===== config.mk =====
export PLATFORM = sky130hd
export DESIGN_NAME = counting_semaphore_table_core
export DESIGN_NICKNAME = d
export VERILOG_FILES = /design/src/design/cst_pkg.sv /design/src/design/counting_semaphore_table_core.sv /design/src/design/cst_ctrl.sv /design/src/design/cst_dp.sv
export SDC_FILE = /design/constraint.sdc
export NUM_CORES = 2
export LEC_CHECK = 0
export BUFFER_PORTS_ARGS = -buffer_cell sky130_fd_sc_hd__buf_2
export CORE_ASPECT_RATIO = 1.4
export CORE_UTILIZATION = 50
export DETAILED_ROUTE_END_ITERATION = 10
export GPL_ROUTABILITY_DRIVEN = 1
export PLACE_DENSITY = 0.65
export SLEW_MARGIN = 20
export SYNTH_ARGS = -nofsm -noshare
export SYNTH_HDL_FRONTEND = slang
export SYNTH_SLANG_ARGS = --single-unit

===== constraint.sdc =====
create_clock -name clk_i -period 7.8 [get_ports clk_i]
set_input_delay 0.39 -clock clk_i [delete_from_list [all_inputs] [get_ports clk_i]]
set_output_delay 0.39 -clock clk_i [all_outputs]
set_load 0.03 [all_outputs]

===== src/design/cst_pkg.sv =====
`timescale 1ns / 1ps
// ----------------------------------------------------------------------------
// cst_pkg
// Shared types, codes and defaults for the counting semaphore table.
// ----------------------------------------------------------------------------
package cst_pkg;

  localparam int SemCountDef  = 16;
  localparam int WaitDepthDef = 16;
  localparam int ProcCountDef = 16;

  localparam int CountW = 16;
  localparam int IdW    = 4;
  localparam int PidW   = 4;
  localparam logic [CountW-1:0] CountMax = '1;

  typedef enum logic [1:0] {
    OpAlloc = 2'd0,
    OpFree  = 2'd1,
    OpWait  = 2'd2,
    OpPost  = 2'd3
  } op_e;

  // Controller to datapath.
  typedef struct packed {
    logic load;     // capture the request
    logic execute;  // decide and update state
  } cmd_t;

  // Datapath to controller.
  typedef struct packed {
    logic done;     // result register filled
  } stat_t;

endpackage


===== src/design/counting_semaphore_table_core.sv =====
`timescale 1ns / 1ps
// ----------------------------------------------------------------------------
// counting_semaphore_table_core
// Semaphore table with free-id FIFO and per-semaphore FIFO wait queues.
// ----------------------------------------------------------------------------
// Channel | Dir | tdata (low to high)                         | tuser
// s_axis  | in  | op, sem_id, init_value, caller_pid (26->32) | -
// m_axis  | out | status, result_value, caller_blocked,       | -
//         |     | wake_valid, wake_pid (23->24)               |
// One request at a time: accept (and prefetch the queue head), update the
// tables and register the result, let the registered done flag reach the
// sequencer, then hold the result until taken; the load, execute and done
// steps run in order, and no new request is taken before the result is.
// Reset frees all ids and empties all queues at once; no clearing pass.
// A stalled result holds the input side not ready.
module counting_semaphore_table_core #(
  parameter int SemCount  = cst_pkg::SemCountDef,
  parameter int WaitDepth = cst_pkg::WaitDepthDef,
  parameter int ProcCount = cst_pkg::ProcCountDef
) (
  input  logic        clk_i,
  input  logic        rst_ni,
  input  logic        s_tvalid_i,
  output logic        s_tready_o,
  input  logic [31:0] s_tdata_i,   // op[1:0], sem_id[5:2], init_value[21:6], caller_pid[25:22]
  output logic        m_tvalid_o,
  input  logic        m_tready_i,
  output logic [23:0] m_tdata_o    // status[0], result_value[16:1], caller_blocked[17],
                                   // wake_valid[18], wake_pid[22:19]
);

  cst_pkg::cmd_t  cmd;
  cst_pkg::stat_t stat;
  logic                       status, blocked, wake_valid;
  logic [cst_pkg::CountW-1:0] result_value;
  logic [cst_pkg::PidW-1:0]   wake_pid;

  cst_ctrl u_ctrl (
    .clk_i, .rst_ni, .s_tvalid_i, .s_tready_o, .m_tvalid_o, .m_tready_i,
    .cmd_o(cmd), .stat_i(stat)
  );

  cst_dp #(
    .SemCount(SemCount), .WaitDepth(WaitDepth), .ProcCount(ProcCount)
  ) u_dp (
    .clk_i, .rst_ni,
    .cmd_i(cmd), .stat_o(stat),
    .op_i(s_tdata_i[1:0]), .sem_id_i(s_tdata_i[5:2]),
    .init_value_i(s_tdata_i[21:6]), .caller_pid_i(s_tdata_i[25:22]),
    .status_o(status), .result_value_o(result_value),
    .caller_blocked_o(blocked), .wake_valid_o(wake_valid), .wake_pid_o(wake_pid)
  );

  assign m_tdata_o = {1'b0, wake_pid, wake_valid, blocked, result_value, status};

endmodule


===== src/design/cst_ctrl.sv =====
`timescale 1ns / 1ps
// ----------------------------------------------------------------------------
// cst_ctrl
// Sequencer: load a request, execute it, hold the result until taken.
// ----------------------------------------------------------------------------
module cst_ctrl (
  input  logic           clk_i,
  input  logic           rst_ni,
  input  logic           s_tvalid_i,
  output logic           s_tready_o,
  output logic           m_tvalid_o,
  input  logic           m_tready_i,
  output cst_pkg::cmd_t  cmd_o,
  input  cst_pkg::stat_t stat_i
);

  localparam logic [1:0] StIdle = 2'd0;
  localparam logic [1:0] StExec = 2'd1;
  localparam logic [1:0] StOut  = 2'd2;

  logic [1:0] state_q, state_d;

  // Next state
  always_comb begin
    state_d = state_q;
    unique case (state_q)
      StIdle: if (s_tvalid_i) state_d = StExec;
      StExec: if (stat_i.done) state_d = StOut;
      StOut:  if (m_tready_i) state_d = StIdle;
      default: state_d = StIdle;
    endcase
  end

  always_ff @(posedge clk_i or negedge rst_ni) begin
    if (!rst_ni) state_q <= StIdle;
    else         state_q <= state_d;
  end

  // Execute exactly once: drop the command once the datapath reports done
  assign s_tready_o    = (state_q == StIdle);
  assign m_tvalid_o    = (state_q == StOut);
  assign cmd_o.load    = (state_q == StIdle) && s_tvalid_i;
  assign cmd_o.execute = (state_q == StExec) && !stat_i.done;

endmodule


===== src/design/cst_dp.sv =====
`timescale 1ns / 1ps
// ----------------------------------------------------------------------------
// cst_dp
// Semaphore tables, free-id FIFO and wait queue memory with result register.
// ----------------------------------------------------------------------------
module cst_dp #(
  parameter int SemCount  = cst_pkg::SemCountDef,
  parameter int WaitDepth = cst_pkg::WaitDepthDef,
  parameter int ProcCount = cst_pkg::ProcCountDef
) (
  input  logic                      clk_i,
  input  logic                      rst_ni,
  input  cst_pkg::cmd_t             cmd_i,
  output cst_pkg::stat_t            stat_o,
  input  logic [1:0]                op_i,
  input  logic [cst_pkg::IdW-1:0]   sem_id_i,
  input  logic [cst_pkg::CountW-1:0] init_value_i,
  input  logic [cst_pkg::PidW-1:0]  caller_pid_i,
  output logic                      status_o,
  output logic [cst_pkg::CountW-1:0] result_value_o,
  output logic                      caller_blocked_o,
  output logic                      wake_valid_o,
  output logic [cst_pkg::PidW-1:0]  wake_pid_o
);

  localparam int SW = (SemCount > 1) ? $clog2(SemCount) : 1;
  localparam int QW = (WaitDepth > 1) ? $clog2(WaitDepth) : 1;
  localparam int FW = $clog2(SemCount + 1);
  localparam int WFW = $clog2(WaitDepth + 1);
  localparam int CW = cst_pkg::CountW;
  localparam int PW = cst_pkg::PidW;

  // Captured request
  logic [1:0]    op_q;
  logic [cst_pkg::IdW-1:0] id_q;
  logic [CW-1:0] init_q;
  logic [PW-1:0] pid_q;

  // State tables
  logic [CW-1:0]  cnt_q   [SemCount];
  logic           used_q  [SemCount];
  logic [QW-1:0]  whead_q [SemCount];
  logic [WFW-1:0] wfill_q [SemCount];
  logic [SW-1:0]  fids_q  [SemCount];
  logic [SW-1:0]  fhead_q;
  logic [FW-1:0]  ffill_q;
  logic [PW-1:0]  wmem    [1 << (SW + QW)];
  logic [PW-1:0]  wrd_q;

  logic           done_q;

  // Decode of the captured request
  logic           id_ok;
  logic [SW-1:0]  sid;
  logic [CW-1:0]  cnt;
  logic [QW-1:0]  wh;
  logic [WFW-1:0] wf;
  logic [SW-1:0]  got;
  logic [31:0]    fsum;
  logic [31:0]    wsum;
  logic [SW-1:0]  ftail;
  logic [QW-1:0]  wslot;
  logic [SW-1:0]  fhead_nx;
  logic [QW-1:0]  whead_nx;
  logic [CW-1:0]  cnt_inc;

  assign id_ok  = ({{(32-cst_pkg::IdW){1'b0}}, id_q} < SemCount);
  assign sid    = SW'(id_q);
  assign cnt    = cnt_q[sid];
  assign wh     = whead_q[sid];
  assign wf     = wfill_q[sid];
  assign got    = fids_q[fhead_q];

  // Wrap ring positions by compare and subtract
  assign fsum     = 32'(fhead_q) + 32'(ffill_q);
  assign wsum     = 32'(wh) + 32'(wf);
  assign ftail    = SW'((fsum >= SemCount) ? fsum - SemCount : fsum);
  assign wslot    = QW'((wsum >= WaitDepth) ? wsum - WaitDepth : wsum);
  assign fhead_nx = (32'(fhead_q) == SemCount - 1) ? '0 : fhead_q + 1'b1;
  assign whead_nx = (32'(wh) == WaitDepth - 1) ? '0 : wh + 1'b1;
  assign cnt_inc  = (cnt == cst_pkg::CountMax) ? cnt : cnt + 1'b1;

  // Capture request and prefetch queue head on load
  always_ff @(posedge clk_i) begin
    if (cmd_i.load) begin
      op_q   <= op_i;
      id_q   <= sem_id_i;
      init_q <= init_value_i;
      pid_q  <= caller_pid_i;
      wrd_q  <= wmem[{SW'(sem_id_i), whead_q[SW'(sem_id_i)]}];
    end
  end

  // Wait queue memory write
  always_ff @(posedge clk_i) begin
    if (cmd_i.execute && op_q == cst_pkg::OpWait && id_ok && used_q[sid]
        && cnt == '0 && 32'(wf) < WaitDepth && 32'(pid_q) < ProcCount) begin
      wmem[{sid, wslot}] <= pid_q;
    end
  end

  // Execute one operation
  always_ff @(posedge clk_i or negedge rst_ni) begin
    if (!rst_ni) begin
      for (int i = 0; i < SemCount; i++) begin
        cnt_q[i]   <= '0;
        used_q[i]  <= 1'b0;
        whead_q[i] <= '0;
        wfill_q[i] <= '0;
        fids_q[i]  <= SW'(i);
      end
      fhead_q          <= '0;
      ffill_q          <= FW'(SemCount);
      done_q           <= 1'b0;
      status_o         <= 1'b0;
      result_value_o   <= '0;
      caller_blocked_o <= 1'b0;
      wake_valid_o     <= 1'b0;
      wake_pid_o       <= '0;
    end else begin
      done_q <= cmd_i.execute;
      if (cmd_i.execute) begin
        status_o         <= 1'b1;
        result_value_o   <= '0;
        caller_blocked_o <= 1'b0;
        wake_valid_o     <= 1'b0;
        wake_pid_o       <= '0;
        if (op_q == cst_pkg::OpAlloc) begin
          if (ffill_q != '0) begin
            fhead_q        <= fhead_nx;
            ffill_q        <= ffill_q - 1'b1;
            cnt_q[got]     <= init_q;
            used_q[got]    <= 1'b1;
            whead_q[got]   <= '0;
            wfill_q[got]   <= '0;
            status_o       <= 1'b0;
            result_value_o <= CW'(got);
          end
        end else if (id_ok && used_q[sid]) begin
          unique case (op_q)
            cst_pkg::OpFree: begin
              if (cnt == '0 && 32'(ffill_q) < SemCount) begin
                fids_q[ftail] <= sid;
                ffill_q       <= ffill_q + 1'b1;
                used_q[sid]   <= 1'b0;
                cnt_q[sid]    <= '0;
                whead_q[sid]  <= '0;
                wfill_q[sid]  <= '0;
                status_o      <= 1'b0;
              end
            end
            cst_pkg::OpWait: begin
              if (cnt != '0) begin
                cnt_q[sid]     <= cnt - 1'b1;
                status_o       <= 1'b0;
                result_value_o <= cnt - 1'b1;
              end else if (32'(wf) < WaitDepth && 32'(pid_q) < ProcCount) begin
                wfill_q[sid]     <= wf + 1'b1;
                status_o         <= 1'b0;
                caller_blocked_o <= 1'b1;
              end
            end
            cst_pkg::OpPost: begin
              status_o <= 1'b0;
              if (wf != '0) begin
                whead_q[sid]   <= whead_nx;
                wfill_q[sid]   <= wf - 1'b1;
                cnt_q[sid]     <= (cnt_inc != '0) ? cnt_inc - 1'b1 : cnt_inc;
                result_value_o <= (cnt_inc != '0) ? cnt_inc - 1'b1 : cnt_inc;
                wake_valid_o   <= 1'b1;
                wake_pid_o     <= wrd_q;
              end else begin
                cnt_q[sid]     <= cnt_inc;
                result_value_o <= cnt_inc;
              end
            end
            default: ;
          endcase
        end
      end
    end
  end

  assign stat_o.done = done_q;

endmodule


After elaboration in Yosys (flattened, before gate mapping)
Memories as Yosys holds them, arrays and structs flattened. A register that Yosys moved wholly into a read port is not among the register bits.
Index checks and enable logic that the tools add are counted.
{"block": "word_totals", "ff_bits": 541, "ram_bits": 1024, "in_bits": 36, "output_inout_bits": 26, "elab_cells": 298, "n_memories": 1}
{"name": "u_dp.wmem", "words": 256, "word_bits": 4, "rd": 1, "rd_ports_with_merged_regs": 1, "wr": 1, "line_no": "cst_dp.sv:47", "text": "logic [PW-1:0] wmem [1 << (SW + QW)];"}
{"block": "classes", "add_sub_neg": 13, "n_lt_le_gt_ge": 12, "eq_ne": 17, "mux": 113, "bitwise": 19, "n_reduce_logical": 30}
{"operator": "$mux W256", "n": 6}
{"operator": "$bwmux W256", "n": 4}
{"operator": "$pmux W256 S3", "n": 1}
{"operator": "$mux W80", "n": 7}
{"operator": "$mux W64", "n": 5}
{"operator": "$and A256 B256 Y256", "n": 1}
{"operator": "$not A256 Y256", "n": 1}
{"operator": "$mux W16", "n": 15}
{"operator": "$pmux W80 S3", "n": 1}
{"operator": "$and A80 B80 Y80", "n": 2}
{"operator": "$bwmux W80", "n": 2}
{"operator": "$not A80 Y80", "n": 2}
{"operator": "$and A64 B64 Y64", "n": 2}
{"operator": "$bwmux W64", "n": 2}
{"operator": "$demux W16 S4", "n": 2}
{"operator": "$not A64 Y64", "n": 2}
{"operator": "$pmux W64 S2", "n": 1}
{"operator": "$mux W4", "n": 18}
{"operator": "$bmux W16 S4", "n": 1}
{"operator": "$bmux W4 S4", "n": 3}
{"operator": "$demux W4 S4", "n": 3}
{"operator": "$mux W5", "n": 9}
{"operator": "$demux W5 S4", "n": 2}
{"operator": "$pmux W16 S2", "n": 1}
{"operator": "other kinds (44)", "n": 111}

Longest topological paths before layout
{"block": "depth", "depth_word": 13, "depth_mapped": 24, "ltp_nobuf": 18}

By module
A second synthesis with hierarchy kept.
{"block": "unflattened", "cells_unflattened": 4546, "hier_area_um2": 69419.1}
{"module": "cst_dp", "n_inst": 1, "cells_per_inst": 4529, "area_each_um2": 69262.7, "seq_area_each_um2": 44529.0}
{"module": "cst_ctrl", "n_inst": 1, "cells_per_inst": 12, "area_each_um2": 122.6, "seq_area_each_um2": 50.0}
{"module": "counting_semaphore_table_core", "n_inst": 1, "cells_per_inst": 5, "area_each_um2": 33.8, "seq_area_each_um2": 0.0}

Least setup slack after synthesis
OpenSTA, ideal clock, no wires.
{"block": "synth_timing", "path_type": "register to register", "start": "register u_dp.id_q[0] (netlist bit)", "end": "memory u_dp.wmem[195][0] (netlist bit), enable pin", "setup_time_ps": 329, "arrival_ps": 5279, "t_required_ps": 7471, "slack_ps": 2192, "stages_incl_launch_ff": 20, "n_path_buf": 8, "period_less_slack_ps": 5608, "cell_sequence": "edfxtp_1 -> buf_6 -> buf_8 -> buf_4 -> buf_6 -> buf_2 -> buf_2 -> buf_1 -> mux4_2 -> mux4_2 -> ha_1 -> a21o_1 -> a21oi_1 -> xor2_1 -> xnor2_1 -> or3_1 -> nor2_1 -> nand3_1 -> clkbuf_1 -> nor2_1"}
{"block": "synth_between", "elab_chain_len": 9, "elab_cells_between_ends": 24, "classes_between": "2 x add/sub; 2 x order compare; 15 x mux; 1 x bitwise; 4 x reduce/logical"}
{"element": "start, declared", "line_no": "cst_dp.sv:35", "text": "logic [cst_pkg::IdW-1:0] id_q;"}
{"element": "start signal, assigned", "line_no": "cst_dp.sv:87", "text": "id_q <= sem_id_i;"}
{"element": "parallel branches: the longest is 9 deep, another holds $add A4 B5 Y6"}
{"element": "end, declared", "line_no": "cst_dp.sv:47"}
Parallel ways; which one is timed is not known. The select of a mux whose other input is x is not followed.

Worst setup path in the final report
{"block": "layout_timing", "start": "register u_dp.id_q[0] (netlist bit)", "end": "register u_dp.cnt_q[86] (netlist bit)"}
{"block": "layout_between", "elab_chain_len": 13, "elab_cells_between_ends": 41, "classes_between": "3 x add/sub; 2 x order compare; 3 x eq/ne; 22 x mux; 3 x bitwise; 8 x reduce/logical"}
{"element": "$not A4 Y5 *"}
{"element": "$bmux W16 S4", "line_no": "cst_dp.sv:69", "text": "assign cnt = cnt_q[sid];"}
{"element": "$mux W16 (not written as such) (2 in a row)", "line_no": "cst_dp.sv:69"}
{"element": "$add A16 B1 Y16 or $eq A16 B16 Y1 (tied branches)", "line_no": "cst_dp.sv:81", "text": "assign cnt_inc = (cnt == cst_pkg::CountMax) ? cnt : cnt + 1'b1;"}
{"element": "$mux W16", "line_no": "cst_dp.sv:81"}
{"element": "$sub A16 B1 Y16 or $reduce_bool A16 Y1 (tied branches)", "line_no": "cst_dp.sv:168", "text": "cnt_q[sid] <= (cnt_inc != '0) ? cnt_inc - 1'b1 : cnt_inc;"}
{"element": "$mux W16", "line_no": "cst_dp.sv:168"}
{"element": "$bwmux W256", "line_no": "cst_dp.sv:168"}
{"element": "$mux W256", "line_no": "cst_dp.sv:165", "text": "if (wf != '0) begin"}
{"element": "$pmux W256 S3", "line_no": "cst_dp.sv:140", "text": "unique case (op_q)"}
{"element": "$mux W256", "line_no": "cst_dp.sv:139", "text": "end else if (id_ok && used_q[sid]) begin"}
{"element": "$mux W256", "line_no": "cst_dp.sv:128", "text": "if (op_q == cst_pkg::OpAlloc) begin"}
{"element": "end signal, assigned by index", "line_no": "cst_dp.sv:132", "text": "cnt_q[got] <= init_q;"}
{"element": "end signal, assigned by index", "line_no": "cst_dp.sv:168"}
{"element": "end signal, assigned by index", "line_no": "cst_dp.sv:173", "text": "cnt_q[sid] <= cnt_inc;"}
{"element": "end, declared", "line_no": "cst_dp.sv:40", "text": "logic [CW-1:0] cnt_q [SemCount];"}
Every way passes the cells marked *; elsewhere a longest branch is shown, timed or not. The select of a mux whose other input is x is not followed.
A chain may end at the register's enable or synchronous reset.

==> impl_metrics.toml <==
[global_route]
grt-ovfl-total = 0
grt_pass1_wl_um = 327000
first_global_vias = 46600
grt_util_all_layers_pct = 32.0
grt_max_degree = 233
antenna_found_initial = 12

[finish]
drive_gt1_share_pct = 21.9
multi_input_area_mm2 = 0.0246
instances_no_fill = 6846
fillers = 11200
regArea_mm2 = 0.0446
final_nets = 4951
syn2layout_area_growth_pct = 10.7
fin_area_mm2 = 0.0784

[hold_path]
whs_path_depth = 1
hold_class = "input port to flip-flop"
min_from = "s_tdata_i[2]"
worstHoldEndpoint = "u_dp.id_q[0]"

[cts]
post-cts-setup-buffers = 0
cts_max_path_buffers = 3
clkLatencyLatePin_ns = 0.84
ctsHoldBuffers = 26
cts.sinks = 1569
clk_pin_slew_ns = 0.06
root_buffer = "clkbuf_16"
cts_tree = "yes"
h-tree-depth = 4
cts_buffers = 150
cts_resized = 0

[timing]
slew_headroom_pct = 3.89
min_period_ns = 7.48
hold_viol = 0
holdWs_ns = 0.255
timing.fmax_mhz = 134
period_share_pct = 95.9
worst_pin_slew_ns = 1.44
finalMaxSlewViolations = 0
finClkSkew_ns = 0.0576
finalSetupViolCount = 0
rsz0062_at_grt = "false"
fin_tns_setup_ns = 0

[floorplanning]
dieArea_mm2 = 0.143
fp.coreArea_mm2 = 0.141
fp.dieH_um = 447
die_w_um = 320
ios = 62
start_util_pct = 50.3
rows = 163

[routing]
top_layer_used = "met5"
met2_length_um = 106000
ant_nets = 0
drtIter0Drc = 5961
drc_errors = 0
dr_wl_met3_um = 23600
routed_wl_um = 226000
viasPerCell = 6.71
dr.pass1.iters = 8
detail_route.wl_per_cell_um = 33.0
wl_met1_um = 77200
num_vias = 46000

[setup_path]
max_stage_delay_ns = 0.98
worstReg2RegEnd = "u_dp.cnt_q[86]"
cp_common_cell = "buf_4"
r2r_start = "u_dp.id_q[0]"
start_kind = "flip-flop"
path_cells = "buf_12, buf_4, mux4_1, a22oi_1, nand2_1, buf_4, or4b_1, or3_1, buf_4, o21ai_2, o221ai_2, buf_4, nor2_2, o21ai_0, a21oi_1, o31ai_1"
cp_slowest_cell = "a22oi_1"
r2r_slack_ns = 0.32
cp-end-kind = "flip-flop"
worstSetupPathType = "flip-flop to flip-flop"
required_ns = 8.46
path_max_fanout = 50
crit_arrival_ns = 8.15
r2r_cells = 16

[synth]
synth_compound_area_share_pct = 8.76
seq_area_frac_synth_pct = 62.9
ys_ff_latch = 1569
synth_common_cells = "1,054 x edfxtp_1, 499 x nor2_1, 482 x dfrtp_1"
synth-xor-area-share_pct = 0.715
synthMuxAreaShare_pct = 17.5
synth_top_cell_area_share_pct = 44.7
yosysMostFrequentCell = "edfxtp_1"
synthCells = 4844
synth_edf_count = 1054
yosys_most_used_dff = "edfxtp_1"
synth_top_family_by_area = "multiplexers"
avgSynthCellArea_um2 = 14.6
synthTopCellsByArea = "edfxtp_1 45%, dfrtp_1 17%, mux4_2 13%"
synthArstFlopShare_pct = 32.8
synthAdderAreaFrac_pct = 0.385
synth_area_mm2 = 0.0708
synth_warnings = 0
synth.distinct_cells = 103
syn_nets = 4900
synthSimpleGateAreaFrac_pct = 7.20
synth.largest_area_cell = "edfxtp_1"

[placement]
dp_hpwl_um = 142000
dp_cells = 6528
port_buffers = 54
placed_cell_area_mm2 = 0.0733
gp_congestion = 1.05

[run_status]
status = "finished clean"

[flow_run]
cap_violations = 0

[power]
powerDensity_mw_per_mm2 = 237
leakagePower_nw = 27.0
ir_drop_v = 0.000181
[layout by cell type, fill, tap and decap left out, drive strengths merged, types with 37 or more instances in the layout]
master  count
a21oi     242
a221oi     46
a31oi      53
buf       237
clkbuf    198
clkinv     57
dfrtp     482
edfxtp   1054
mux2       69
mux2i     140
mux4      448
nand2     459
nand3      45
nor2      508
nor3       50
o21ai     304
o221ai     48
o22ai      48
xnor2      37
[flip-flops by register name, summed over array words and instances, names as in the netlist, 5 cells and up]
name	count
u_dp.init_q	16
u_dp.wmem	1024
u_dp.fids_q	64
u_dp.used_q	16
u_dp.whead_q	64
u_dp.wfill_q	80
u_dp.cnt_q	256
u_dp.ffill_q	5
u_dp.result_value_o	16
[power breakdown]
part / total [W] / switching (W) / leakage [nW] / internal [W]
Combinational: 0.00208 / 0.00167 / 8.18 / 0.000408
Clock: 0.00715 / 0.00332 / 2.30 / 0.00383
Sequential: 0.00932 / 0.0000823 / 16.5 / 0.00924
Total: 0.0186 / 0.00507 / 27.0 / 0.0135
[worst max-delay path: cells and delay by family, from the launching register on]
kind / cells / cell delay [ns]
buffers and inverters: 5 / 1.71
muxes: 1 / 0.60
AOI/OAI and AO/OA: 6 / 2.39
DFF: 1 / 0.62
and+or+nand+nor: 4 / 1.98
[layer usage]
layer | GRT usage [%] | vias to the layer above
met5 | 0.0342 | -
met4 | 22.9 | 4
met3 | 10.2 | 890
met2 | 50.3 | 2728
met1 | 37.2 | 23400
li1 | - | 19000
[stage by stage]
stage,utilization (%),worst slack [ns],total power (W)
finish,55.7,0.316,0.0186
CTS,55.7,1.10,0.0185
global route,55.7,0.278,0.0190
global placement,52.1,1.20,0.0114
floorplan,-,2.19,0.0106
detailed placement,52.1,1.13,0.0114
[logic make-up after synthesis]
kind of cell | Yosys count
AO/OA/AOI/OAI | 957
XOR/XNOR | 57
adder cells (fa/ha/maj) | 20
buffers and inverters | 386
flip-flops | 1569
multiplexers | 657
other | 1
AND/OR/NAND/NOR | 1197
[layout make-up]
cell class | instances | share of cell area (%)
Sequential cell | 1569 | 56.8
Tap cell | 1815 | 2.90
Clock inverter | 80 | 0.928
Timing Repair Buffer | 265 | 2.73
Inverter | 20 | 0.0957
Antenna cell | 12 | 0.0383
Multi-Input combinational cell | 2889 | 31.3
Clock buffer | 196 | 5.17
[worst max path at each step]
stage / start / end / slack, ns
after global routing: u_dp.id_q[0] / u_dp.cnt_q[86] / 0.28
after detailed placement: u_dp.id_q[1] / u_dp.cnt_q[29] / 1.13
after floorplan: u_dp.id_q[0] / u_dp.wmem[195][0] / 2.19
final: u_dp.id_q[0] / u_dp.cnt_q[86] / 0.32
after CTS: u_dp.id_q[2] / u_dp.cnt_q[13] / 1.10
after global placement: u_dp.id_q[1] / u_dp.cnt_q[13] / 1.20
(Power assumes the default switching activity.)
